==> src/hdl/pbwt_pkg.sv <==
`timescale 1ns / 1ps
// Shared types and constants of the wire-format tokenizer.
// Used by every module in hdl but pbwt_fifo; depends on nothing else.
package pbwt_pkg;

    localparam int QUEUE_DEPTH_DEFAULT = 2;
    localparam int VARINT_LAST_INDEX = 9;
    localparam logic [63:0] FIXED32_BYTES = 64'd4;
    localparam logic [63:0] FIXED64_BYTES = 64'd8;

    typedef enum logic [2:0] {
        WT_VARINT = 3'd0,
        WT_I64    = 3'd1,
        WT_LDELIM = 3'd2,
        WT_SGROUP = 3'd3,
        WT_EGROUP = 3'd4,
        WT_I32    = 3'd5,
        WT_RSVD6  = 3'd6,
        WT_RSVD7  = 3'd7
    } wire_t;

    typedef enum logic [2:0] {
        KIND_TAG     = 3'd0,
        KIND_VARINT  = 3'd1,
        KIND_FIXED32 = 3'd2,
        KIND_FIXED64 = 3'd3,
        KIND_LENGTH  = 3'd4,
        KIND_PAYLOAD = 3'd5,
        KIND_END     = 3'd6
    } kind_t;

    typedef enum logic [1:0] {
        STAT_OK        = 2'd0,
        STAT_ZERO_FIELD = 2'd1,
        STAT_BAD_WIRE  = 2'd2,
        STAT_TRUNCATED = 2'd3
    } status_t;

    typedef enum logic [2:0] {
        PH_TAG     = 3'd0,
        PH_VARINT  = 3'd1,
        PH_FIXED   = 3'd2,
        PH_LENGTH  = 3'd3,
        PH_PAYLOAD = 3'd4,
        PH_DRAIN   = 3'd5
    } phase_t;

    typedef struct packed {
        logic [7:0] data_byte;
        logic       last_byte;
    } in_item_t;

    // A byte after the front end has split it into varint parts.
    typedef struct packed {
        logic [7:0] data_byte;
        logic [6:0] low7;
        logic       cont;
        logic       last_byte;
    } byte_info_t;

    typedef struct packed {
        kind_t      token_kind;
        logic [31:0] field_number;
        logic [2:0] wire_type;
        logic [63:0] value;
        logic       payload_end;
        logic       stream_end;
        status_t    status;
    } token_t;

endpackage

==> src/hdl/protobuf_wire_tokenizer_top.sv <==
`timescale 1ns / 1ps
// Top level of the wire-format tokenizer: front end, back end and result queue.
// Depends on pbwt_pkg, pbwt_front, pbwt_back and pbwt_fifo.
//
// Usage: bytes of a serialized message enter on the input queue side; a
// transaction happens when push is high and full is low, carrying one byte and
// a mark on the last byte of the message. Tokens leave on the result queue
// side: the oldest token is on token while empty is low, and a transaction
// happens when pop is high and empty is low. Each byte yields zero or one token.
// The state machine reads a byte from the input queue and writes its token to
// the result queue in the same cycle, so a byte is held in the input queue
// registers and its token in the result queue registers before it is popped.
// Throughput: one byte per cycle while the result queue has room; the state
// machine's logic is bounded by its 64-bit shift-or and length decrement.
// When the receiver stops popping, the result queue fills, the state machine
// holds, and full rises after the input queue fills as well; nothing is lost.
// Reset clears both queues and returns the parser to expecting a tag; the
// last byte of every message does the same for the parser state.
module protobuf_wire_tokenizer_top
    import pbwt_pkg::*;
#(
    parameter int QUEUE_DEPTH = QUEUE_DEPTH_DEFAULT
) (
    input  logic     clk,
    input  logic     rst_n,
    input  logic     push,
    input  in_item_t item,
    output logic     full,
    input  logic     pop,
    output token_t   token,
    output logic     empty
);

    byte_info_t info;
    logic       info_empty;
    logic       take;
    logic       out_full;
    logic       tok_push;
    token_t     tok;

    pbwt_front #(
        .QUEUE_DEPTH (QUEUE_DEPTH)
    ) u_front (
        .clk        (clk),
        .rst_n      (rst_n),
        .push       (push),
        .item       (item),
        .full       (full),
        .take       (take),
        .info       (info),
        .info_empty (info_empty)
    );

    pbwt_back u_back (
        .clk        (clk),
        .rst_n      (rst_n),
        .info       (info),
        .info_empty (info_empty),
        .take       (take),
        .out_full   (out_full),
        .tok_push   (tok_push),
        .tok        (tok)
    );

    pbwt_fifo #(
        .T     (token_t),
        .DEPTH (QUEUE_DEPTH)
    ) u_result_queue (
        .clk     (clk),
        .rst_n   (rst_n),
        .push    (tok_push),
        .wr_item (tok),
        .full    (out_full),
        .pop     (pop),
        .rd_item (token),
        .empty   (empty)
    );

endmodule

==> src/hdl/pbwt_fifo.sv <==
`timescale 1ns / 1ps
// Small register-based queue with push/full and pop/empty sides.
// Depends on no package; the item type is a parameter.
module pbwt_fifo #(
    parameter type T = logic,
    parameter int DEPTH = 2
) (
    input  logic clk,
    input  logic rst_n,
    input  logic push,
    input  T     wr_item,
    output logic full,
    input  logic pop,
    output T     rd_item,
    output logic empty
);

    localparam int PW = (DEPTH > 1) ? $clog2(DEPTH) : 1;
    localparam int CW = $clog2(DEPTH + 1);

    T               mem_reg [DEPTH];
    logic [PW-1:0]  wr_ptr_reg, wr_ptr_next;
    logic [PW-1:0]  rd_ptr_reg, rd_ptr_next;
    logic [CW-1:0]  count_reg, count_next;
    logic           do_push, do_pop;

    assign full    = (count_reg == CW'(DEPTH));
    assign empty   = (count_reg == '0);
    assign do_push = push && !full;
    assign do_pop  = pop && !empty;
    assign rd_item = mem_reg[rd_ptr_reg];

    always_comb
    begin
        wr_ptr_next = wr_ptr_reg;
        rd_ptr_next = rd_ptr_reg;
        count_next  = count_reg;
        if (do_push)
        begin
            wr_ptr_next = (wr_ptr_reg == PW'(DEPTH - 1)) ? '0 : wr_ptr_reg + 1'b1;
        end
        if (do_pop)
        begin
            rd_ptr_next = (rd_ptr_reg == PW'(DEPTH - 1)) ? '0 : rd_ptr_reg + 1'b1;
        end
        if (do_push && !do_pop)
        begin
            count_next = count_reg + 1'b1;
        end
        else if (do_pop && !do_push)
        begin
            count_next = count_reg - 1'b1;
        end
    end

    always_ff @(posedge clk or negedge rst_n)
    begin
        if (!rst_n)
        begin
            wr_ptr_reg <= '0;
            rd_ptr_reg <= '0;
            count_reg  <= '0;
        end
        else
        begin
            wr_ptr_reg <= wr_ptr_next;
            rd_ptr_reg <= rd_ptr_next;
            count_reg  <= count_next;
        end
    end

    always_ff @(posedge clk)
    begin
        if (do_push)
        begin
            mem_reg[wr_ptr_reg] <= wr_item;
        end
    end

endmodule

==> src/hdl/pbwt_front.sv <==
`timescale 1ns / 1ps
// Front end: accepts message bytes, splits off the varint continuation bit
// and the seven value bits, and queues them for the back end. Uses pbwt_pkg.
module pbwt_front
    import pbwt_pkg::*;
#(
    parameter int QUEUE_DEPTH = QUEUE_DEPTH_DEFAULT
) (
    input  logic       clk,
    input  logic       rst_n,
    input  logic       push,
    input  in_item_t   item,
    output logic       full,
    input  logic       take,
    output byte_info_t info,
    output logic       info_empty
);

    byte_info_t classified;

    always_comb
    begin
        classified.data_byte = item.data_byte;
        classified.low7      = item.data_byte[6:0];
        classified.cont      = item.data_byte[7];
        classified.last_byte = item.last_byte;
    end

    pbwt_fifo #(
        .T     (byte_info_t),
        .DEPTH (QUEUE_DEPTH)
    ) u_queue (
        .clk     (clk),
        .rst_n   (rst_n),
        .push    (push),
        .wr_item (classified),
        .full    (full),
        .pop     (take),
        .rd_item (info),
        .empty   (info_empty)
    );

endmodule

==> src/hdl/pbwt_back.sv <==
`timescale 1ns / 1ps
// Back end: the wire-format state machine. Takes one classified byte per
// cycle when the result queue has room and emits at most one token. Uses pbwt_pkg.
module pbwt_back
    import pbwt_pkg::*;
(
    input  logic       clk,
    input  logic       rst_n,
    input  byte_info_t info,
    input  logic       info_empty,
    output logic       take,
    input  logic       out_full,
    output logic       tok_push,
    output token_t     tok
);

    phase_t      phase_reg, phase_next;
    logic [3:0]  shift_reg, shift_next;
    logic [63:0] acc_reg, acc_next;
    logic [31:0] field_reg, field_next;
    logic [2:0]  wire_reg, wire_next;
    logic [63:0] left_reg, left_next;

    logic        fire;
    logic [3:0]  vn;
    logic [5:0]  vshift;
    logic [63:0] acc_var;
    logic        var_done;
    logic [2:0]  fidx;
    logic [63:0] acc_fix;
    logic [63:0] left_dec;
    logic        left_zero;
    logic [31:0] tag_field;
    logic [2:0]  tag_wire;
    logic        last;

    assign fire = !info_empty && !out_full;
    assign take = fire;
    assign last = info.last_byte;

    // Varint step: the byte index saturates at the tenth byte.
    assign vn       = (shift_reg > 4'(VARINT_LAST_INDEX)) ? 4'(VARINT_LAST_INDEX) : shift_reg;
    assign vshift   = 6'(vn) * 6'd7;
    assign acc_var  = acc_reg | (64'(info.low7) << vshift);
    assign var_done = !info.cont || (vn == 4'(VARINT_LAST_INDEX)) || last;

    assign fidx    = shift_reg[2:0];
    assign acc_fix = acc_reg | (64'(info.data_byte) << {fidx, 3'b000});

    assign left_dec  = (left_reg != '0) ? left_reg - 64'd1 : '0;
    assign left_zero = (left_dec == '0);

    assign tag_field = acc_var[34:3];
    assign tag_wire  = acc_var[2:0];

    always_comb
    begin
        phase_next = phase_reg;
        shift_next = shift_reg;
        acc_next   = acc_reg;
        field_next = field_reg;
        wire_next  = wire_reg;
        left_next  = left_reg;
        tok_push   = 1'b0;
        tok.token_kind   = KIND_END;
        tok.field_number = field_reg;
        tok.wire_type    = wire_reg;
        tok.value        = '0;
        tok.payload_end  = 1'b0;
        tok.stream_end   = last;
        tok.status       = STAT_OK;

        if (fire)
        begin
            unique case (phase_reg)
                PH_VARINT:
                begin
                    acc_next   = acc_var;
                    shift_next = vn + 4'd1;
                    if (var_done)
                    begin
                        tok_push       = 1'b1;
                        tok.token_kind = KIND_VARINT;
                        tok.value      = acc_var;
                        phase_next     = PH_TAG;
                        shift_next     = '0;
                        acc_next       = '0;
                    end
                end
                PH_FIXED:
                begin
                    acc_next   = acc_fix;
                    shift_next = {1'b0, fidx} + 4'd1;
                    left_next  = left_dec;
                    if (left_zero)
                    begin
                        tok_push       = 1'b1;
                        tok.token_kind = (wire_reg == WT_I32) ? KIND_FIXED32
                                                              : KIND_FIXED64;
                        tok.value      = acc_fix;
                        phase_next     = PH_TAG;
                        shift_next     = '0;
                        acc_next       = '0;
                    end
                    else if (last)
                    begin
                        tok_push       = 1'b1;
                        tok.token_kind = KIND_END;
                        tok.stream_end = 1'b1;
                        tok.status     = STAT_TRUNCATED;
                    end
                end
                PH_LENGTH:
                begin
                    acc_next   = acc_var;
                    shift_next = vn + 4'd1;
                    if (var_done)
                    begin
                        tok_push        = 1'b1;
                        tok.token_kind  = KIND_LENGTH;
                        tok.value       = acc_var;
                        tok.payload_end = (acc_var == '0);
                        tok.status      = (last && acc_var != '0) ? STAT_TRUNCATED
                                                                  : STAT_OK;
                        left_next       = acc_var;
                        phase_next      = (acc_var == '0) ? PH_TAG : PH_PAYLOAD;
                        shift_next      = '0;
                        acc_next        = '0;
                    end
                end
                PH_PAYLOAD:
                begin
                    left_next       = left_dec;
                    tok_push        = 1'b1;
                    tok.token_kind  = KIND_PAYLOAD;
                    tok.value       = 64'(info.data_byte);
                    tok.payload_end = left_zero;
                    tok.status      = (last && !left_zero) ? STAT_TRUNCATED : STAT_OK;
                    if (left_zero)
                    begin
                        phase_next = PH_TAG;
                        shift_next = '0;
                        acc_next   = '0;
                    end
                end
                PH_DRAIN:
                begin
                end
                default:
                begin
                    acc_next   = acc_var;
                    shift_next = vn + 4'd1;
                    if (var_done)
                    begin
                        field_next       = tag_field;
                        wire_next        = tag_wire;
                        shift_next       = '0;
                        acc_next         = '0;
                        tok_push         = 1'b1;
                        tok.field_number = tag_field;
                        tok.wire_type    = tag_wire;
                        tok.value        = acc_var;
                        tok.token_kind   = KIND_TAG;
                        tok.status       = last ? STAT_TRUNCATED : STAT_OK;
                        if (tag_field == '0)
                        begin
                            tok.token_kind = KIND_END;
                            tok.stream_end = 1'b1;
                            tok.status     = STAT_ZERO_FIELD;
                            phase_next     = PH_DRAIN;
                        end
                        else
                        begin
                            unique case (wire_t'(tag_wire))
                                WT_VARINT:  phase_next = PH_VARINT;
                                WT_I64:
                                begin
                                    phase_next = PH_FIXED;
                                    left_next  = FIXED64_BYTES;
                                end
                                WT_I32:
                                begin
                                    phase_next = PH_FIXED;
                                    left_next  = FIXED32_BYTES;
                                end
                                WT_LDELIM:  phase_next = PH_LENGTH;
                                default:
                                begin
                                    tok.token_kind = KIND_END;
                                    tok.stream_end = 1'b1;
                                    tok.status     = STAT_BAD_WIRE;
                                    phase_next     = PH_DRAIN;
                                end
                            endcase
                        end
                    end
                end
            endcase

            // The end of the message returns everything to its reset state.
            if (last)
            begin
                phase_next = PH_TAG;
                shift_next = '0;
                acc_next   = '0;
                field_next = '0;
                wire_next  = '0;
                left_next  = '0;
            end
        end
    end

    always_ff @(posedge clk or negedge rst_n)
    begin
        if (!rst_n)
        begin
            phase_reg <= PH_TAG;
            shift_reg <= '0;
            acc_reg   <= '0;
            field_reg <= '0;
            wire_reg  <= '0;
            left_reg  <= '0;
        end
        else
        begin
            phase_reg <= phase_next;
            shift_reg <= shift_next;
            acc_reg   <= acc_next;
            field_reg <= field_next;
            wire_reg  <= wire_next;
            left_reg  <= left_next;
        end
    end

endmodule

==> config.mk <==
export PLATFORM = sky130hd
export DESIGN_NAME = protobuf_wire_tokenizer_top
export DESIGN_NICKNAME = d
export VERILOG_FILES = /design/src/hdl/pbwt_pkg.sv /design/src/hdl/protobuf_wire_tokenizer_top.sv /design/src/hdl/pbwt_fifo.sv /design/src/hdl/pbwt_front.sv /design/src/hdl/pbwt_back.sv
export SDC_FILE = /design/constraint.sdc
export NUM_CORES = 1
export LEC_CHECK = 0
export ABC_CLOCK_PERIOD_IN_PS = 8210
export BUFFER_PORTS_ARGS = -buffer_cell sky130_fd_sc_hd__buf_2
export CORE_AREA = 5 5 283 285
export DETAILED_ROUTE_END_ITERATION = 10
export DIE_AREA = 0 0 288 290
export SYNTH_ARGS = -nofsm -noshare
export SYNTH_HDL_FRONTEND = slang
export SYNTH_SLANG_ARGS = --single-unit
==> constraint.sdc <==
create_clock -name clk -period 8.21 [get_ports clk]
set_input_delay 0 -clock clk [delete_from_list [all_inputs] [get_ports clk]]
set_output_delay 0 -clock clk [all_outputs]
set_load 0.02 [all_outputs]
==> results of run 1 <==
[cells in the mapped netlist (5+ instances only)]
master and count:
o22a_1 9, mux2i_1 16, xor2_1 14, a21oi_1 200, o31a_1 6, nand4_1 25, nand3b_1 5, nor3b_1 5
o32a_1 9, o21bai_1 35, buf_4 5, nor4_1 38, edfxtp_1 230, a22oi_1 24, nor3_1 62, o31ai_1 12
dfrtp_1 178, nand2_1 228, a221oi_1 8, a31o_2 7, or4_1 7, ha_1 13, a22o_1 13, nand3_1 53
o21ai_1 14, o21ai_0 334, buf_2 17, xnor2_1 29, nand2b_1 9, and2_1 6, or3_1 13, a31oi_1 35
a21o_1 35, and4_1 5, mux2_2 117, nor2_1 241, mux4_2 5, clkbuf_1 129, and3_1 6, o22ai_1 15
o31ai_4 15, inv_1 43
[cell type report]
| cell class | instances | area (µm²) | share of cell area |
|---|---|---|---|
| Timing Repair Buffer | 194 | 1240 | 0.0476 |
| Clock buffer | 50 | 1110 | 0.0425 |
| Inverter | 45 | 169 | 0.00646 |
| Tap cell | 1040 | 1300 | 0.0497 |
| Multi-Input combinational cell | 1745 | 10700 | 0.411 |
| Clock inverter | 26 | 230 | 0.00880 |
| Sequential cell | 408 | 11400 | 0.434 |
[stage by stage]
stage | setup WS, ns | util | instance area (µm²) | std cells
floorplan | 1.50 | - | 22900 | 2361
global placement | 1.43 | 0.320 | 24700 | 3420
detailed placement | 1.24 | 0.320 | 24700 | 3420
CTS | 1.18 | 0.339 | 26200 | 3508
global route | 0.365 | 0.339 | 26200 | 3508
finish | 0.902 | 0.339 | 26200 | 3508
[metal layers]
metal  routed length (µm)  track usage  part of all wire  up-vias
met1                32200        0.251              0.39     9725
met2                37500        0.298              0.45     1180
met4                 5840        0.110             0.070        0
li1                     -            -                 -     8903
met3                 7600       0.0326             0.091      267
met5                    0            0                 0        -
[cell families (layout without fill, tap and decap cells)]
family	count (synthesis)	count (layout)	share of synthesized area
AOI/OAI and AO/OA	809	809	0.218
and+or+nand+nor	740	740	0.153
adders and majority gates	15	15	0.00886
buffers and inverters	208	315	0.0376
DFF	408	408	0.496
muxes	138	138	0.0695
xor gates and xnor gates	43	43	0.0165
[path summary, 6_finish.rpt]
kind | slack (ns) | end | cells after the start | startpoint
setup reg to reg | 0.90 | u_back.left_reg[51] | 20 | u_back.shift_reg[0]
min in group clk | 0.17 | u_front.u_queue.mem_reg[1][10] | 2 | item[2]
max in group asynchronous | 6.74 | u_result_queue.rd_ptr_reg | 3 | rst_n
setup / recovery | 0.90 | u_back.left_reg[51] | 20 | u_back.shift_reg[0]
hold reg to reg | 0.48 | u_back.field_reg[25] | 2 | u_back.field_reg[25]
hold / removal | 0.07 | u_back.left_reg[52] | 2 | rst_n
[worst register-to-register path, cell delays in order, from the launching register on]
cell,delay (ns)
dfrtp_1,0.61
inv_1,0.19
ha_1,0.27
nor3b_2,0.42
nor2_2,0.21
inv_1,0.35
ha_1,0.44
inv_1,0.22
ha_1,0.35
ha_1,0.48
clkinv_1,0.29
a221oi_1,0.76
o22ai_1,0.30
a21oi_1,0.49
nand4_1,0.17
nor4b_2,0.34
a21oi_1,0.19
o21ai_4,0.60
buf_4,0.34
o21ai_0,0.11
o21ai_0,0.09
==> results.json, run 1 <==
{
  "status": "finished, final reports clean",
  "core_area_mm2": 0.0771,
  "synth-edff-count": 230,
  "dpl.hpwl_um": 57500,
  "rsz0062_at_grt": "no",
  "synthesis.nets": 2389,
  "crit_fanout": 22,
  "dr.first_iter.drc_count": 2611,
  "final_layout_size_suffix_gt1_frac": 0.177,
  "critPathCaptureType": "register",
  "slew_violations": 0,
  "fp.dieW_um": 288,
  "route.antenna.remaining_nets": 0,
  "clkSinkCount": 408,
  "syn_inst": 2361,
  "synth_seq_cells": 408,
  "max_freq_ghz": 0.137,
  "dieArea_mm2": 0.0835,
  "die_h_um": 290,
  "finalHoldViolCount": 0,
  "post-cts-setup-buffer-count": 0,
  "whs_ns": 0.0710,
  "path_class": "register to register",
  "post-route-period-util": 0.890,
  "min_period_ns": 7.31,
  "vias": 20075,
  "grt_max_degree": 75,
  "layout_commonest_cell": "o21ai_0",
  "cts_resized": 0,
  "gp_congestion": 0.996,
  "root_buffer": "clkbuf_16",
  "crit_path_frequent_cell": "ha_1",
  "holdBufCountCts": 12,
  "routed_wl_um": 83200,
  "port_buffers": 120,
  "cp_top_family": "compound AO/OA/AOI/OAI gates",
  "first_global_vias": 19034,
  "io_pins": 121,
  "syn_to_final_growth_pct": 14.3,
  "cp_slowest_cell": "a221oi_1",
  "routed_via_density": 5.72,
  "largest_reg_flops": 212,
  "yosysTopAreaCellShare": 0.302,
  "num_antenna_cells": 0,
  "antenna_found_initial": 0,
  "final_cell_mix": "o21ai_0, nor2_1, edfxtp_1",
  "critPathRequiredTime_ns": 8.71,
  "clkTransAtPathRegs_ns": 0.07,
  "crit_buf_inv": 5,
  "drt_pass1_iterations": 7,
  "max_cap_violations": 0,
  "grt_usage": 0.191,
  "cts_tree": "yes",
  "grt_pass1_wl_um": 124000,
  "grt-ovfl-total": 0,
  "tightest_slew_ns": 1.24,
  "syn_area_per_cell_um2": 9.69,
  "max_slew_margin": 0.147,
  "drc": 0,
  "clkLatencyLatePin_ns": 0.58,
  "nNetsFinal": 2463,
  "setup-tns-final_ns": 0,
  "slowest_delay_ns": 0.76,
  "wire_per_inst_um": 23.7,
  "synth_area_mm2": 0.0229,
  "synth_area_leader_cell": "edfxtp_1",
  "cts_buffers": 41,
  "clockBufferDepth": 3,
  "worstPathArrival_ns": 7.81,
  "synth_flop_cell": "edfxtp_1",
  "hold_path_class": "input port to async pin",
  "yosysWarningCount": 0,
  "synth_area_leaders": "edfxtp_1, dfrtp_1, o21ai_0",
  "htreeDepth": 2,
  "finClkSkew_ns": 0.0225,
  "start_kind": "register",
  "finalSetupViolCount": 0,
  "rows": 102,
  "yosysUniqueCellTypes": 82,
  "seq_area_frac_synth": 0.496,
  "cp_cell_sequence": "inv_1 > ha_1 > nor3b_2 > nor2_2 > inv_1 > ha_1 > inv_1 > ha_1 > ha_1 > clkinv_1 > a221oi_1 > o22ai_1 > a21oi_1 > nand4_1 > nor4b_2 > a21oi_1 > o21ai_4 > buf_4 > o21ai_0 > o21ai_0",
  "async_flop_share": 0.436,
  "start_util": 0.297,
  "fillers": 7940
}
Power of run 1 is left out: the tool's default activity adds up to more than one toggle a clock period on the data nets, which glitch-free logic cannot reach.
==> run 2, diff against run 1 <==
CORE_AREA = 5 5 262 264   (was 5 5 283 285)
DIE_AREA = 0 0 267 269   (was 0 0 288 290)
REMOVE_ABC_BUFFERS = 1   (was unset)
==> run 2 against run 1 <==
Routed wire length grew 5.2%; via count is 1.9% higher; critical endpoint is now u_back.left_reg[63]; sequential cell count unchanged; register-to-register slack got worse by 0.25 ns; clock-buffer cell count rose by 6; first-iteration DRC count up 18%; design area is 0.24% higher; hold slack better by 0.077 ns; critical path type unchanged; clock skew is essentially flat; core utilization increased by 5.6 points; non-clock buffer count up 9; critical path depth up 2.
==> results.json, run 2 (same netlist as run 1, synthesis figures left out) <==
{
  "final_util": 0.395,
  "placed_cell_area_mm2": 0.0245,
  "antenna_found_initial": 0,
  "wire_per_inst_um": 26.1,
  "cp-endpoint": "u_back.left_reg[63]",
  "cp-startpoint": "u_back.shift_reg[0]",
  "drc": 0,
  "first_global_vias": 19712,
  "die_h_um": 269,
  "fp.dieW_um": 267,
  "clockBufferDepth": 3,
  "clkSinkCount": 408,
  "finalSetupViolCount": 0,
  "fillers": 6542,
  "start_util": 0.345,
  "max_cap_violations": 0,
  "finClkSkew_ns": 0.0223,
  "cts_resized": 0,
  "dr.first_iter.drc_count": 3076,
  "dieArea_mm2": 0.0718,
  "gp_congestion": 0.977,
  "status": "finished, final reports clean",
  "crit_path_frequent_cell": "ha_1",
  "max_freq_ghz": 0.132,
  "grt_usage": 0.234,
  "final_layout_size_suffix_gt1_frac": 0.183,
  "final_area_mm2": 0.0262,
  "r2r-end": "u_back.left_reg[63]",
  "route.antenna.remaining_nets": 0,
  "largest_reg_flops": 212,
  "io_pins": 121,
  "min_period_ns": 7.56,
  "pre_cts_ws_ns": 0.823,
  "post-cts-setup-buffer-count": 0,
  "tightest_slew_ns": 1.25,
  "path_class": "register to register",
  "crit_fanout": 128,
  "stdcell_count": 3356,
  "htreeDepth": 2,
  "max_slew_margin": 0.141,
  "vias": 20458,
  "grt_max_degree": 129,
  "root_buffer": "clkbuf_16",
  "layout_commonest_cell": "o21ai_0",
  "cp_slowest_cell": "a21oi_1",
  "cts_buffers": 44,
  "drt_pass1_iterations": 6,
  "worstPathArrival_ns": 8.05,
  "worst_slack_ns": 0.653,
  "grt-ovfl-total": 0,
  "final_cell_mix": "o21ai_0, nor2_1, edfxtp_1",
  "post-route-period-util": 0.921,
  "routed_wl_um": 87500,
  "critPathCaptureType": "register",
  "r2r_slack_ns": 0.65,
  "grt_pass1_wl_um": 129000,
  "hold_start": "item[2]",
  "routed_via_density": 6.10,
  "slowest_delay_ns": 0.66,
  "rsz0062_at_grt": "no",
  "hold_path_class": "input port to register",
  "rows": 95,
  "core_area_mm2": 0.0663,
  "start_kind": "register",
  "dpl.hpwl_um": 61400,
  "clkLatencyLatePin_ns": 0.60,
  "port_buffers": 120,
  "nNetsFinal": 2475,
  "critPathRequiredTime_ns": 8.70,
  "dp_cells": 3260,
  "slew_violations": 0,
  "syn_to_final_growth_pct": 14.6,
  "finalHoldViolCount": 0,
  "clkTransAtPathRegs_ns": 0.06,
  "cp_cell_sequence": "inv_1 > ha_1 > nor3b_2 > nor2_2 > inv_1 > ha_1 > buf_4 > inv_1 > ha_1 > ha_1 > clkinv_1 > a221oi_1 > buf_4 > o22ai_1 > a21oi_1 > nand4_1 > nor4b_2 > a21oi_1 > o21ai_4 > buf_12 > o21ai_0 > o21ai_0",
  "worstRegToRegCells": 22,
  "r2r-start": "u_back.shift_reg[0]",
  "num_antenna_cells": 0,
  "cts_tree": "yes"
}
==> run 2: routing by layer <==
layer / global-route usage / share of wire / up-vias
li1: - / - / 8944
met1: 0.309 / 0.39 / 9983
met2: 0.372 / 0.46 / 1245
met3: 0.0470 / 0.090 / 286
met4: 0.113 / 0.060 / 0
met5: 0 / 0 / -
==> run 2: area by class of cell <==
class / instances / area [µm²] / area share
sequential: 408 / 11400 / 0.433
clock buffer: 56 / 1200 / 0.0456
tap: 873 / 1090 / 0.0416
multi-input combinational: 1745 / 10700 / 0.409
clock inverter: 26 / 345 / 0.0132
inverter: 45 / 169 / 0.00644
timing repair buffer: 203 / 1320 / 0.0504
==> run 2: through the flow <==
step / setup TNS, ns / hold WS, ns
3_3_place_gp: 0 / -0.0158
2_1_floorplan: -202.00 / -0.296
5_1_grt: 0 / 0.160
3_5_place_dp: 0 / -0.0144
4_1_cts: 0 / 0.132
6_report: 0 / 0.148
==> run 2: worst max-delay path: cells and delay by family, from the launching register on <==
| kind | cells | cell delay [ns] |
|---|---|---|
| simple gates | 4 | 1.27 |
| flops | 1 | 0.63 |
| fa+ha+maj | 4 | 1.45 |
| buf+inv | 7 | 1.90 |
| compound gates | 7 | 2.06 |
==> run 2: how the worst min path moves through the flow <==
| stage | slack, ns | cells after the start | endpoint |
|---|---|---|---|
| 2_1_floorplan | -0.30 | 0 | u_back.acc_reg[0] |
| 3_3_place_gp | -0.02 | 1 | u_back.acc_reg[60] |
| 3_5_place_dp | -0.01 | 1 | u_back.acc_reg[60] |
| 4_1_cts | 0.13 | 2 | u_front.u_queue.mem_reg[1][10] |
| 5_1_grt | 0.16 | 2 | u_front.u_queue.mem_reg[1][9] |
| 6_report | 0.15 | 2 | u_front.u_queue.mem_reg[1][10] |
==> run 2: timing repair <==
| action | 4_1_cts | 5_1_grt |
|---|---|---|
| hold buffers | 14 | 0 |
| hold endpoints to repair | 71 | 0 |
| endpoints found under the setup margin | 0 | 0 |
Power of run 2 is left out for the same reason.
